**config.mk**
```make
export PLATFORM = sky130hd
export DESIGN_NAME = efi_map_to_e820_merger
export DESIGN_NICKNAME = d
export VERILOG_FILES = /design/src/hdl/e820m_pkg.sv /design/src/hdl/e820m_front.sv /design/src/hdl/e820m_queue.sv /design/src/hdl/e820m_back.sv /design/src/hdl/efi_map_to_e820_merger.sv
export SDC_FILE = /design/constraint.sdc
export NUM_CORES = 2
export LEC_CHECK = 0
export ABC_CLOCK_PERIOD_IN_PS = 11500
export BUFFER_PORTS_ARGS = -buffer_cell sky130_fd_sc_hd__buf_4
export CAP_MARGIN = 0
export CELL_PAD_IN_SITES_DETAIL_PLACEMENT = 0
export CELL_PAD_IN_SITES_GLOBAL_PLACEMENT = 1
export CORE_UTILIZATION = 52
export DETAILED_ROUTE_END_ITERATION = 12
export PLACE_DENSITY = 0.91
export SLEW_MARGIN = 10
export SYNTH_ARGS = -nofsm -noshare
export SYNTH_HDL_FRONTEND = slang
export SYNTH_SLANG_ARGS = --single-unit
```
**constraint.sdc**
```tcl
create_clock -name clk -period 11.5 [get_ports clk]
set_input_delay 0.575 -clock clk [delete_from_list [all_inputs] [get_ports clk]]
set_output_delay 0.575 -clock clk [all_outputs]
set_load 0.05 [all_outputs]
```
**src/hdl/e820m_pkg.sv**
```systemverilog
// Shared types, codes and the type classifier for the EFI to e820 merger.
package e820m_pkg;

    localparam int CNT_W           = 8;
    localparam int IDX_W           = 7;
    localparam int CLS_W           = 3;
    localparam int ENTRY_LIMIT_DEF = 128;
    localparam int QUEUE_DEPTH_DEF = 4;
    localparam int OUT_DEPTH       = 4;
    localparam int PAGE_SHIFT      = 12;

    localparam logic [CLS_W-1:0] CLS_RAM      = 3'd0;
    localparam logic [CLS_W-1:0] CLS_ACPI     = 3'd1;
    localparam logic [CLS_W-1:0] CLS_NVS      = 3'd2;
    localparam logic [CLS_W-1:0] CLS_UNUSABLE = 3'd3;
    localparam logic [CLS_W-1:0] CLS_RESERVED = 3'd4;

    localparam logic [31:0] EFI_LOADER_CODE   = 32'd1;
    localparam logic [31:0] EFI_LOADER_DATA   = 32'd2;
    localparam logic [31:0] EFI_BOOT_CODE     = 32'd3;
    localparam logic [31:0] EFI_BOOT_DATA     = 32'd4;
    localparam logic [31:0] EFI_CONVENTIONAL  = 32'd7;
    localparam logic [31:0] EFI_UNUSABLE      = 32'd8;
    localparam logic [31:0] EFI_ACPI_RECLAIM  = 32'd9;
    localparam logic [31:0] EFI_ACPI_NVS      = 32'd10;

    typedef struct packed {
        logic [31:0] desc_type;
        logic [63:0] base_addr;
        logic [51:0] page_count;
        logic        last_descriptor;
    } desc_t;

    typedef struct packed {
        logic [63:0]      entry_addr;
        logic [63:0]      entry_size;
        logic [CLS_W-1:0] entry_class;
        logic [IDX_W-1:0] entry_index;
        logic [CNT_W-1:0] total_entries;
        logic             truncated;
        logic             final_result;
    } entry_t;

    typedef struct packed {
        logic [CLS_W-1:0] cls;
        logic [63:0]      start;
        logic [63:0]      size;
        logic             last;
    } cdesc_t;

    function automatic logic [CLS_W-1:0] class_of(input logic [31:0] t);
        logic [CLS_W-1:0] c;
        case (t)
            EFI_LOADER_CODE, EFI_LOADER_DATA, EFI_BOOT_CODE, EFI_BOOT_DATA,
            EFI_CONVENTIONAL: c = CLS_RAM;
            EFI_ACPI_RECLAIM: c = CLS_ACPI;
            EFI_ACPI_NVS:     c = CLS_NVS;
            EFI_UNUSABLE:     c = CLS_UNUSABLE;
            default:          c = CLS_RESERVED;
        endcase
        return c;
    endfunction

endpackage

```
**src/hdl/e820m_front.sv**
```systemverilog
// Front part: classify the EFI type and scale the page count to bytes.
module e820m_front (
    input  e820m_pkg::desc_t  desc,
    output e820m_pkg::cdesc_t cdesc
);
    import e820m_pkg::*;

    always_comb
    begin
        cdesc.cls   = class_of(desc.desc_type);
        cdesc.start = desc.base_addr;
        cdesc.size  = {desc.page_count, {PAGE_SHIFT{1'b0}}};
        cdesc.last  = desc.last_descriptor;
    end

endmodule

```
**src/hdl/e820m_queue.sv**
```systemverilog
// Short queue of classified descriptors between the front and back parts.
module e820m_queue #(
    parameter int DEPTH = e820m_pkg::QUEUE_DEPTH_DEF
) (
    input  logic              clk,
    input  logic              rst_n,
    input  e820m_pkg::cdesc_t wr_data,
    input  logic              wr_valid,
    output logic              wr_stall,
    output e820m_pkg::cdesc_t rd_data,
    output logic              rd_valid,
    input  logic              rd_take
);
    import e820m_pkg::*;

    localparam int PW = (DEPTH > 1) ? $clog2(DEPTH) : 1;
    localparam int CW = $clog2(DEPTH + 1);

    cdesc_t          mem_reg [DEPTH];
    logic [PW-1:0]   wr_ptr_reg, wr_ptr_next;
    logic [PW-1:0]   rd_ptr_reg, rd_ptr_next;
    logic [CW-1:0]   cnt_reg, cnt_next;
    logic            push, pop;

    assign wr_stall = (cnt_reg == CW'(DEPTH));
    assign rd_valid = (cnt_reg != '0);
    assign rd_data  = mem_reg[rd_ptr_reg];
    assign push     = wr_valid && !wr_stall;
    assign pop      = rd_valid && rd_take;

    always_comb
    begin
        wr_ptr_next = wr_ptr_reg;
        rd_ptr_next = rd_ptr_reg;
        if (push)
        begin
            wr_ptr_next = (wr_ptr_reg == PW'(DEPTH - 1)) ? '0 : wr_ptr_reg + 1'b1;
        end
        if (pop)
        begin
            rd_ptr_next = (rd_ptr_reg == PW'(DEPTH - 1)) ? '0 : rd_ptr_reg + 1'b1;
        end
        cnt_next = cnt_reg + CW'(push) - CW'(pop);
    end

    always_ff @(posedge clk or negedge rst_n)
    begin
        if (!rst_n)
        begin
            wr_ptr_reg <= '0;
            rd_ptr_reg <= '0;
            cnt_reg    <= '0;
        end
        else
        begin
            wr_ptr_reg <= wr_ptr_next;
            rd_ptr_reg <= rd_ptr_next;
            cnt_reg    <= cnt_next;
        end
    end

    always_ff @(posedge clk)
    begin
        if (push)
        begin
            mem_reg[wr_ptr_reg] <= wr_data;
        end
    end

`ifndef SYNTHESIS
    a_cnt_bound: assert property (@(posedge clk) disable iff (!rst_n)
        cnt_reg <= CW'(DEPTH))
        else $error("descriptor queue count beyond depth");
    a_ptr_gap: assert property (@(posedge clk) disable iff (!rst_n)
        (cnt_reg == '0) |-> (wr_ptr_reg == rd_ptr_reg))
        else $error("empty descriptor queue with unequal pointers");
    a_pop_count: assert property (@(posedge clk) disable iff (!rst_n)
        (pop && !push) |=> (cnt_reg == $past(cnt_reg) - 1'b1))
        else $error("descriptor queue count did not drop on pop");
`endif

endmodule

```
**src/hdl/e820m_back.sv**
```systemverilog
// Back part: merge descriptors into the open entry and queue the emitted entries.
module e820m_back #(
    parameter int ENTRY_LIMIT = e820m_pkg::ENTRY_LIMIT_DEF
) (
    input  logic              clk,
    input  logic              rst_n,
    input  e820m_pkg::cdesc_t item,
    input  logic              item_valid,
    output logic              item_take,
    output e820m_pkg::entry_t entry,
    output logic              entry_valid,
    input  logic              entry_stall
);
    import e820m_pkg::*;

    localparam int OPW = $clog2(OUT_DEPTH);
    localparam int OCW = $clog2(OUT_DEPTH + 1);

    logic [63:0]      open_addr_reg, open_addr_next;
    logic [63:0]      open_size_reg, open_size_next;
    logic [63:0]      open_end_reg, open_end_next;
    logic [CLS_W-1:0] open_class_reg, open_class_next;
    logic             open_valid_reg, open_valid_next;
    logic [CNT_W-1:0] count_reg, count_next;
    logic             dropped_reg, dropped_next;

    entry_t           omem_reg [OUT_DEPTH];
    logic [OPW-1:0]   head_reg, head_next;
    logic [OPW-1:0]   tail_reg, tail_next;
    logic [OCW-1:0]   ocnt_reg, ocnt_next;

    logic             pop, go, at_limit, merge, emit_open, emit_final;
    logic [OCW-1:0]   occ_after;
    logic [63:0]      new_addr, new_size, new_end;
    logic [CLS_W-1:0] new_class;
    logic             new_valid, new_dropped;
    logic [CNT_W-1:0] new_count;
    entry_t           res_open, res_final;

    assign entry_valid = (ocnt_reg != '0);
    assign entry       = omem_reg[head_reg];
    assign pop         = entry_valid && !entry_stall;
    assign occ_after   = ocnt_reg - OCW'(pop);
    assign go          = item_valid && (occ_after <= OCW'(OUT_DEPTH - 2));
    assign item_take   = go;

    assign at_limit  = (count_reg >= CNT_W'(ENTRY_LIMIT));
    assign merge     = open_valid_reg && (open_class_reg == item.cls) &&
                       (open_end_reg == item.start);
    assign emit_open = !at_limit && !merge && open_valid_reg;

    always_comb
    begin
        new_addr    = open_addr_reg;
        new_size    = open_size_reg;
        new_end     = open_end_reg;
        new_class   = open_class_reg;
        new_valid   = open_valid_reg;
        new_count   = count_reg;
        new_dropped = dropped_reg;
        if (at_limit)
        begin
            new_dropped = 1'b1;
        end
        else if (merge)
        begin
            new_size = open_size_reg + item.size;
            new_end  = open_end_reg + item.size;
        end
        else
        begin
            new_addr  = item.start;
            new_size  = item.size;
            new_end   = item.start + item.size;
            new_class = item.cls;
            new_valid = 1'b1;
            new_count = count_reg + 1'b1;
        end
        emit_final = item.last && new_valid;
    end

    always_comb
    begin
        res_open.entry_addr    = open_addr_reg;
        res_open.entry_size    = open_size_reg;
        res_open.entry_class   = open_class_reg;
        res_open.entry_index   = IDX_W'(count_reg - 1'b1);
        res_open.total_entries = '0;
        res_open.truncated     = 1'b0;
        res_open.final_result  = 1'b0;

        res_final.entry_addr    = new_addr;
        res_final.entry_size    = new_size;
        res_final.entry_class   = new_class;
        res_final.entry_index   = IDX_W'(new_count - 1'b1);
        res_final.total_entries = new_count;
        res_final.truncated     = new_dropped;
        res_final.final_result  = 1'b1;
    end

    always_comb
    begin
        open_addr_next  = open_addr_reg;
        open_size_next  = open_size_reg;
        open_end_next   = open_end_reg;
        open_class_next = open_class_reg;
        open_valid_next = open_valid_reg;
        count_next      = count_reg;
        dropped_next    = dropped_reg;
        tail_next       = tail_reg;
        if (go)
        begin
            open_addr_next  = new_addr;
            open_size_next  = new_size;
            open_end_next   = new_end;
            open_class_next = new_class;
            open_valid_next = new_valid;
            count_next      = new_count;
            dropped_next    = new_dropped;
            if (item.last)
            begin
                open_valid_next = 1'b0;
                count_next      = '0;
                dropped_next    = 1'b0;
            end
            tail_next = tail_reg + OPW'(emit_open) + OPW'(emit_final);
        end
        head_next = head_reg + OPW'(pop);
        ocnt_next = occ_after + (go ? OCW'(emit_open) + OCW'(emit_final) : '0);
    end

    always_ff @(posedge clk or negedge rst_n)
    begin
        if (!rst_n)
        begin
            open_valid_reg <= 1'b0;
            count_reg      <= '0;
            dropped_reg    <= 1'b0;
            head_reg       <= '0;
            tail_reg       <= '0;
            ocnt_reg       <= '0;
        end
        else
        begin
            open_valid_reg <= open_valid_next;
            count_reg      <= count_next;
            dropped_reg    <= dropped_next;
            head_reg       <= head_next;
            tail_reg       <= tail_next;
            ocnt_reg       <= ocnt_next;
        end
    end

    always_ff @(posedge clk)
    begin
        open_addr_reg  <= open_addr_next;
        open_size_reg  <= open_size_next;
        open_end_reg   <= open_end_next;
        open_class_reg <= open_class_next;
        if (go && emit_open)
        begin
            omem_reg[tail_reg] <= res_open;
        end
        if (go && emit_final)
        begin
            omem_reg[tail_reg + OPW'(emit_open)] <= res_final;
        end
    end

`ifndef SYNTHESIS
    a_out_bound: assert property (@(posedge clk) disable iff (!rst_n)
        ocnt_reg <= OCW'(OUT_DEPTH))
        else $error("entry queue count beyond depth");
    a_count_bound: assert property (@(posedge clk) disable iff (!rst_n)
        count_reg <= CNT_W'(ENTRY_LIMIT))
        else $error("entry count beyond limit");
    a_open_count: assert property (@(posedge clk) disable iff (!rst_n)
        open_valid_reg == (count_reg != '0))
        else $error("open entry flag disagrees with entry count");
    a_last_close: assert property (@(posedge clk) disable iff (!rst_n)
        (go && item.last) |=> (!open_valid_reg && !dropped_reg))
        else $error("map state not cleared after last descriptor");
    a_last_final: assert property (@(posedge clk) disable iff (!rst_n)
        (go && item.last) |-> emit_final)
        else $error("last descriptor without final entry");
`endif

endmodule

```
**src/hdl/efi_map_to_e820_merger.sv**
```systemverilog
// Top level of the EFI memory map to e820 table merger.
//
//  channel | dir | payload  | handshake
//  --------+-----+----------+-------------------------------
//  desc    | in  | desc_t   | desc_valid / desc_stall
//  entry   | out | entry_t  | entry_valid / entry_stall
//
//  One descriptor per cycle enters the descriptor queue unless full; the back part
//  takes one per cycle, bounded by a single 64-bit add and compare.
//  Entries leave a four-entry output queue one per cycle unless stalled;
//  a descriptor that closes one entry and ends the map emits two entries.
//  The back part holds while fewer than two output slots are free.
//  Reset empties both queues and closes the open entry; no clearing pass.
module efi_map_to_e820_merger #(
    parameter int ENTRY_LIMIT = e820m_pkg::ENTRY_LIMIT_DEF,
    parameter int QUEUE_DEPTH = e820m_pkg::QUEUE_DEPTH_DEF
) (
    input  logic              clk,
    input  logic              rst_n,
    input  e820m_pkg::desc_t  desc,
    input  logic              desc_valid,
    output logic              desc_stall,
    output e820m_pkg::entry_t entry,
    output logic              entry_valid,
    input  logic              entry_stall
);
    import e820m_pkg::*;

    cdesc_t front_cdesc;
    cdesc_t q_data;
    logic   q_valid;
    logic   q_take;

    e820m_front u_front (
        .desc  (desc),
        .cdesc (front_cdesc)
    );

    e820m_queue #(
        .DEPTH (QUEUE_DEPTH)
    ) u_queue (
        .clk      (clk),
        .rst_n    (rst_n),
        .wr_data  (front_cdesc),
        .wr_valid (desc_valid),
        .wr_stall (desc_stall),
        .rd_data  (q_data),
        .rd_valid (q_valid),
        .rd_take  (q_take)
    );

    e820m_back #(
        .ENTRY_LIMIT (ENTRY_LIMIT)
    ) u_back (
        .clk         (clk),
        .rst_n       (rst_n),
        .item        (q_data),
        .item_valid  (q_valid),
        .item_take   (q_take),
        .entry       (entry),
        .entry_valid (entry_valid),
        .entry_stall (entry_stall)
    );

endmodule
```
* Word level (Yosys, flattened, before mapping)
Memories as Yosys holds them, arrays and structs flattened.
Index checks and enable logic that the tools add are counted.
** Cells by class
- Add/sub/neg operators :: 16
- $lt $le $gt $ge :: 2
- Eq/ne operators :: 5
- Muxes and demuxes :: 25
- Bitwise gates (word level) :: 1
- Reductions and logical operators :: 19
** Operators by type and width (count)
- 2-to-1 mux 64 bit :: 5
- adder 64 bit :: 3
- == test 64 bit :: 1
- logical NOT 28 bit :: 1
- 2-to-1 mux 8 bit :: 3
- subtractor 7 x 1 -> 7 bit (second input constant) :: 2
- 2-to-1 mux 3 bit :: 4
- logical AND 1 bit :: 11
- 2-to-1 mux 1 bit :: 11
- adder 8 x 1 -> 8 bit (second input constant) :: 1
- >= comparator 8 bit (second input constant) :: 1
- adder 2 x 1 -> 2 bit :: 3
- nonzero test 3 bit :: 2
- subtractor 3 x 1 -> 3 bit :: 2
- adder 2 x 1 -> 2 bit (second input constant) :: 2
- == test 2 bit (second input constant) :: 2
- logical NOT 1 bit :: 4
- 2-to-1 mux 2 bit :: 2
- adder 3 x 1 -> 3 bit :: 1
- adder 3 bit :: 1
- == test 3 bit :: 1
- == test 3 bit (second input constant) :: 1
- <= comparator 3 x 2 -> 1 bit (second input constant) :: 1
- adder 1 x 1 -> 2 bit :: 1
- 2 further kinds :: 2
** Storage, ports and cells
- Flip-flop bits (word level) :: 219
- Memory bits (writable) :: 1072
- Memory bits (read-only) :: 48
- Memories :: 3
** Memories
- u_back.omem_reg :: words 4, bits a word 148, read ports 1, clocked after Yosys merged registers in 0, write ports 2, line e820m_back.sv:27 : entry_t omem_reg [OUT_DEPTH];
- u_queue.mem_reg :: words 4, bits a word 120, read ports 1, clocked after Yosys merged registers in 0, write ports 1, line e820m_queue.sv:19 : cdesc_t mem_reg [DEPTH];
- (no name shown) :: words 16, bits a word 3, read ports 1, clocked after Yosys merged registers in 0, write ports 0, line e820m_pkg.sv:53 : case (t)

* Depth between registers and ports, before layout
An unclocked memory read counts as a cell.
- Word-level depth :: 10
- Depth in mapped cells :: 22

* Hierarchy
Synthesis repeated with hierarchy kept, for this count alone.
** Unflattened totals
- Cell total of the unflattened synthesis :: 4957
- Area total of the unflattened synthesis :: 65813.1 um2
** Modules (own cells, without submodules)
- e820m_back :: times used 1, cells an instance 4073, area an instance 45185.8 um2
- e820m_queue :: times used 1, cells an instance 734, area an instance 19493.7 um2
- e820m_front :: times used 1, cells an instance 150, area an instance 1133.6 um2

* Least setup slack after synthesis
No wires, ideal clock.
- Path kind :: register -> register
- Start :: reg u_queue.rd_ptr_reg[0]
- End :: mem u_back.omem_reg[3][100] (netlist name) (enable)
- Data arrival time :: 6966 ps
- Data required time :: 10251 ps
- Slack :: 3285 ps
- Stages on the path, launching flop included :: 21
- Path buffers :: 9
- Cell sequence :: dfrtp_1 buf_6 buf_6 buf_2 mux4_2 xnor2_1 nand2_1 nor3_1 nand2_1 o31ai_2 buf_2 buf_2 clkbuf_1 nor2_1 ha_1 xor2_1 nand3_1 clkbuf_1 clkbuf_1 clkbuf_1 nand2_1
** RTL lines
- from (decl) :: line e820m_queue.sv:21 : logic [PW-1:0] rd_ptr_reg, rd_ptr_next;
- from (signal assigned) :: line e820m_queue.sv:57 : rd_ptr_reg <= rd_ptr_next;
- to (decl) :: line e820m_back.sv:27

==> metrics.md <==
| Metric | Value |
|---|---|
| Post-DR vias/cell | 6.43 |
| Ys Warns | 0 |
| DP HPWL | 117 mm |
| Core area | 116000 um2 |
| Area grow syn2layout | 13.7% |
| PortBufs | 302 |
| Max Slew Vio Count | 0 |
| Share of layout cells above drive strength 1 | 18.3% |
| Final Util | 59.6% |
| Grt ovf | 0 |
| Critical path's largest stage delay | 0.88 ns |
| Unique cell type count in the Yosys netlist | 81 |
| Fin nets | 4891 |
| Top Ports | 303 |
| Syn Nets | 4622 |
| Clk buf depth | 3 |
| Vias in the first global route | 38.6k |
| Worst-margin pin slew | 1.20 ns |
| Setup violators final | 0 |
| Number of cells on the critical path | 13 |
| Post-DRT Antenna Nets | 0 |
| R2R cell count | 13 |
| Worst skew pair latency | 0.76 ns |
| Family with the most delay on the worst path | simple AND/OR/NAND/NOR gates |
| Hold Crit Depth | 1 |
| CTS tree | yes |
| Synthesis-stage register bit count | 1291 |
| Post-synthesis cell count | 4337 |
| DIE AREA | 119000 um2 |
| Critical Path RT | 11.88 ns |
| Register area share after synthesis | 63.4% |
| Worst Hold Class | in2reg |
| DR WL/cell | 28.4 um |
| Die Wd | 344 um |
| Clock Pin Slew Worst Setup and Hold Paths | 0.06 ns |
| Status | finished, final reports clean |
| Synth async-reset ratio | 1.86% |
| 1st-iter DRT viols | 5441 |
| Max Cap Viol | 0 |
| Worst slew margin | 19.9% |
| Fin crit period | 7.55 ns |
| Synth Cell Area | 60900 um2 |
| Initial antenna violation count | 12 |
| GRT Total Usage | 29.7% |
| RR Startpoint | u_queue.rd_ptr_reg[0] |
| Total Routed Length | 177 mm |
| Critical Path AT | 7.92 ns |
| Final period util | 65.6% |
| Num CTS Buffers | 133 |
| Number of hold violations in the final report | 0 |
| Worst Hold End | u_queue.mem_reg[2][95] |
| H-tree Lvls | 4 |
| Ys flop type | edfxtp_1 |
| Avg Cell Area, Syn | 14.0 um2 |
| Initial DRT Pass Iterations | 6 |
| HP Start | desc[95] |
| Vias | 40.1k |
| Root Driver | clkbuf_16 |
| Crit-path cells | buf_4 > mux4_2 > xnor2_1 > o2111ai_1 > nor4_2 > o2111ai_4 > o31ai_4 > nor2_1 > ha_1 > nor2_1 > nand2_8 > nand2_4 > buf_4 |
| Crit end category | flip-flop |
| Row count | 125 |
| Setup slack, reg-to-reg | 3.95 ns |
| Largest net degree at the start of global routing | 120 |
| DRC viols | 0 |
| Post-CTS Setup Inserts | 0 |
| Worst R2R End | u_back.omem_reg[2][66] |
| Final GP Congestion | 0.973 |
| Commonest cells after routing, fill and taps aside | edfxtp_1 (1263), nand2_1 (525), o21ai_0 (481), buf_4 (347), mux4_2 (266) |
| Clk sink count | 1291 |
| Die Ht | 344 um |
| Critical Path Source Type | flip-flop |
| RSZ-0062 raised after global routing | no |
| Skew final | 0.0332 ns |
| Commonest non-fill, non-tap cell in the layout | edfxtp_1 |
| Post-CTS Resized | 0 |
| Post-route setup TNS | 0 ns |
| Crit-path max FO | 119 |
| CP max stage cell | nand2_4 |
| CP Class | reg2reg |
| Initial core utilization | 52.4% |
| Max reg flops | 592 |
| Number of flops mapped to enable cells by yosys | 1263 |
| Max frequency | 133 MHz |
| Global-route wire length before repair | 257 mm |
| Worst path bufs/invs | 2 |
| Fill count | 8687 |
## Yosys cell counts (18+ instances only)
cell / count / area [um2]
edfxtp_1: 1263 / 37900
nand2_1: 531 / 1990
o21ai_0: 481 / 2410
mux4_2: 266 / 5990
inv_1: 164 / 616
clkbuf_1: 156 / 586
nor2_1: 151 / 567
a21oi_1: 132 / 661
ha_1: 128 / 1600
xnor2_1: 115 / 1010
mux2i_1: 108 / 1080
a22o_1: 78 / 683
nor2b_1: 65 / 407
a21o_1: 60 / 450
nand3_1: 47 / 235
xor2_1: 44 / 385
buf_1: 36 / 135
o22ai_1: 35 / 219
nand4_1: 33 / 206
and2_1: 32 / 200
nor3_1: 31 / 155
buf_2: 26 / 130
nand2b_1: 26 / 163
dfrtp_1: 24 / 601
o21a_1: 20 / 150
nor4_1: 19 / 119
o21ai_1: 19 / 95.1
and3_1: 18 / 113
o211ai_1: 18 / 135
## stage by stage
step	hold WS, ns	instances	setup WS, ns	cell area (um2)
5_1_grt	0.00770	6235	3.69	69300
2_1_floorplan	0.279	4337	3.29	60900
4_1_cts	0.000220	6235	3.96	69300
6_report	0.0245	6237	3.95	69300
3_5_place_dp	0.431	5978	4.06	64700
3_3_place_gp	0.426	5978	4.18	64700
## worst max-delay path by stage
stage | end | slack, ns | startpoint
6_report | u_back.omem_reg[2][66] | 3.95 | u_queue.rd_ptr_reg[0]
5_1_grt | u_back.omem_reg[1][40] | 3.69 | u_queue.rd_ptr_reg[0]
4_1_cts | u_back.omem_reg[2][66] | 3.96 | u_queue.rd_ptr_reg[0]
3_5_place_dp | u_back.omem_reg[2][62] | 4.06 | u_queue.rd_ptr_reg[0]
3_3_place_gp | u_back.omem_reg[1][45] | 4.18 | u_queue.rd_ptr_reg[0]
2_1_floorplan | u_back.omem_reg[3][100] | 3.29 | u_queue.rd_ptr_reg[0]
## repair_timing
action                     4_1_cts  5_1_grt
hold buffers                    17        0
setup endpoints to repair        0        0
hold endpoints to repair        74        0
## cell type report
cell class	count	area, um2	share of cell area [%]
diodes	2	5.00	0.00722
clock buffers	174	3530	5.10
inverters	165	624	0.901
clock inverters	66	845	1.22
multi-input cells	2646	20900	30.1
flip-flops and latches	1291	38600	55.7
well taps	1524	1910	2.75
repair buffers	369	2880	4.15
## routing by layer
metal | track usage, % | wire [um] | up-vias
li1 | - | - | 17206
met1 | 40.7 | 67000 | 20021
met2 | 46.1 | 82700 | 2517
met3 | 6.53 | 19100 | 361
met4 | 12.6 | 8020 | 8
met5 | 0 | 49 | -
## kinds of logic after synthesis
logic type                 count (synthesis)  synth area share (%)
and+or+nand+nor                          989                  7.30
xor gates and xnor gates                 160                  2.33
adders and majority gates                132                  2.76
buffers and inverters                    400                  2.65
DFF                                     1291                  63.4
muxes                                    389                  11.9
AOI/OAI and AO/OA                        976                  9.71
Power is not shown: default switching activity piles up to over one toggle a cycle in this logic, so the estimate is an artifact.
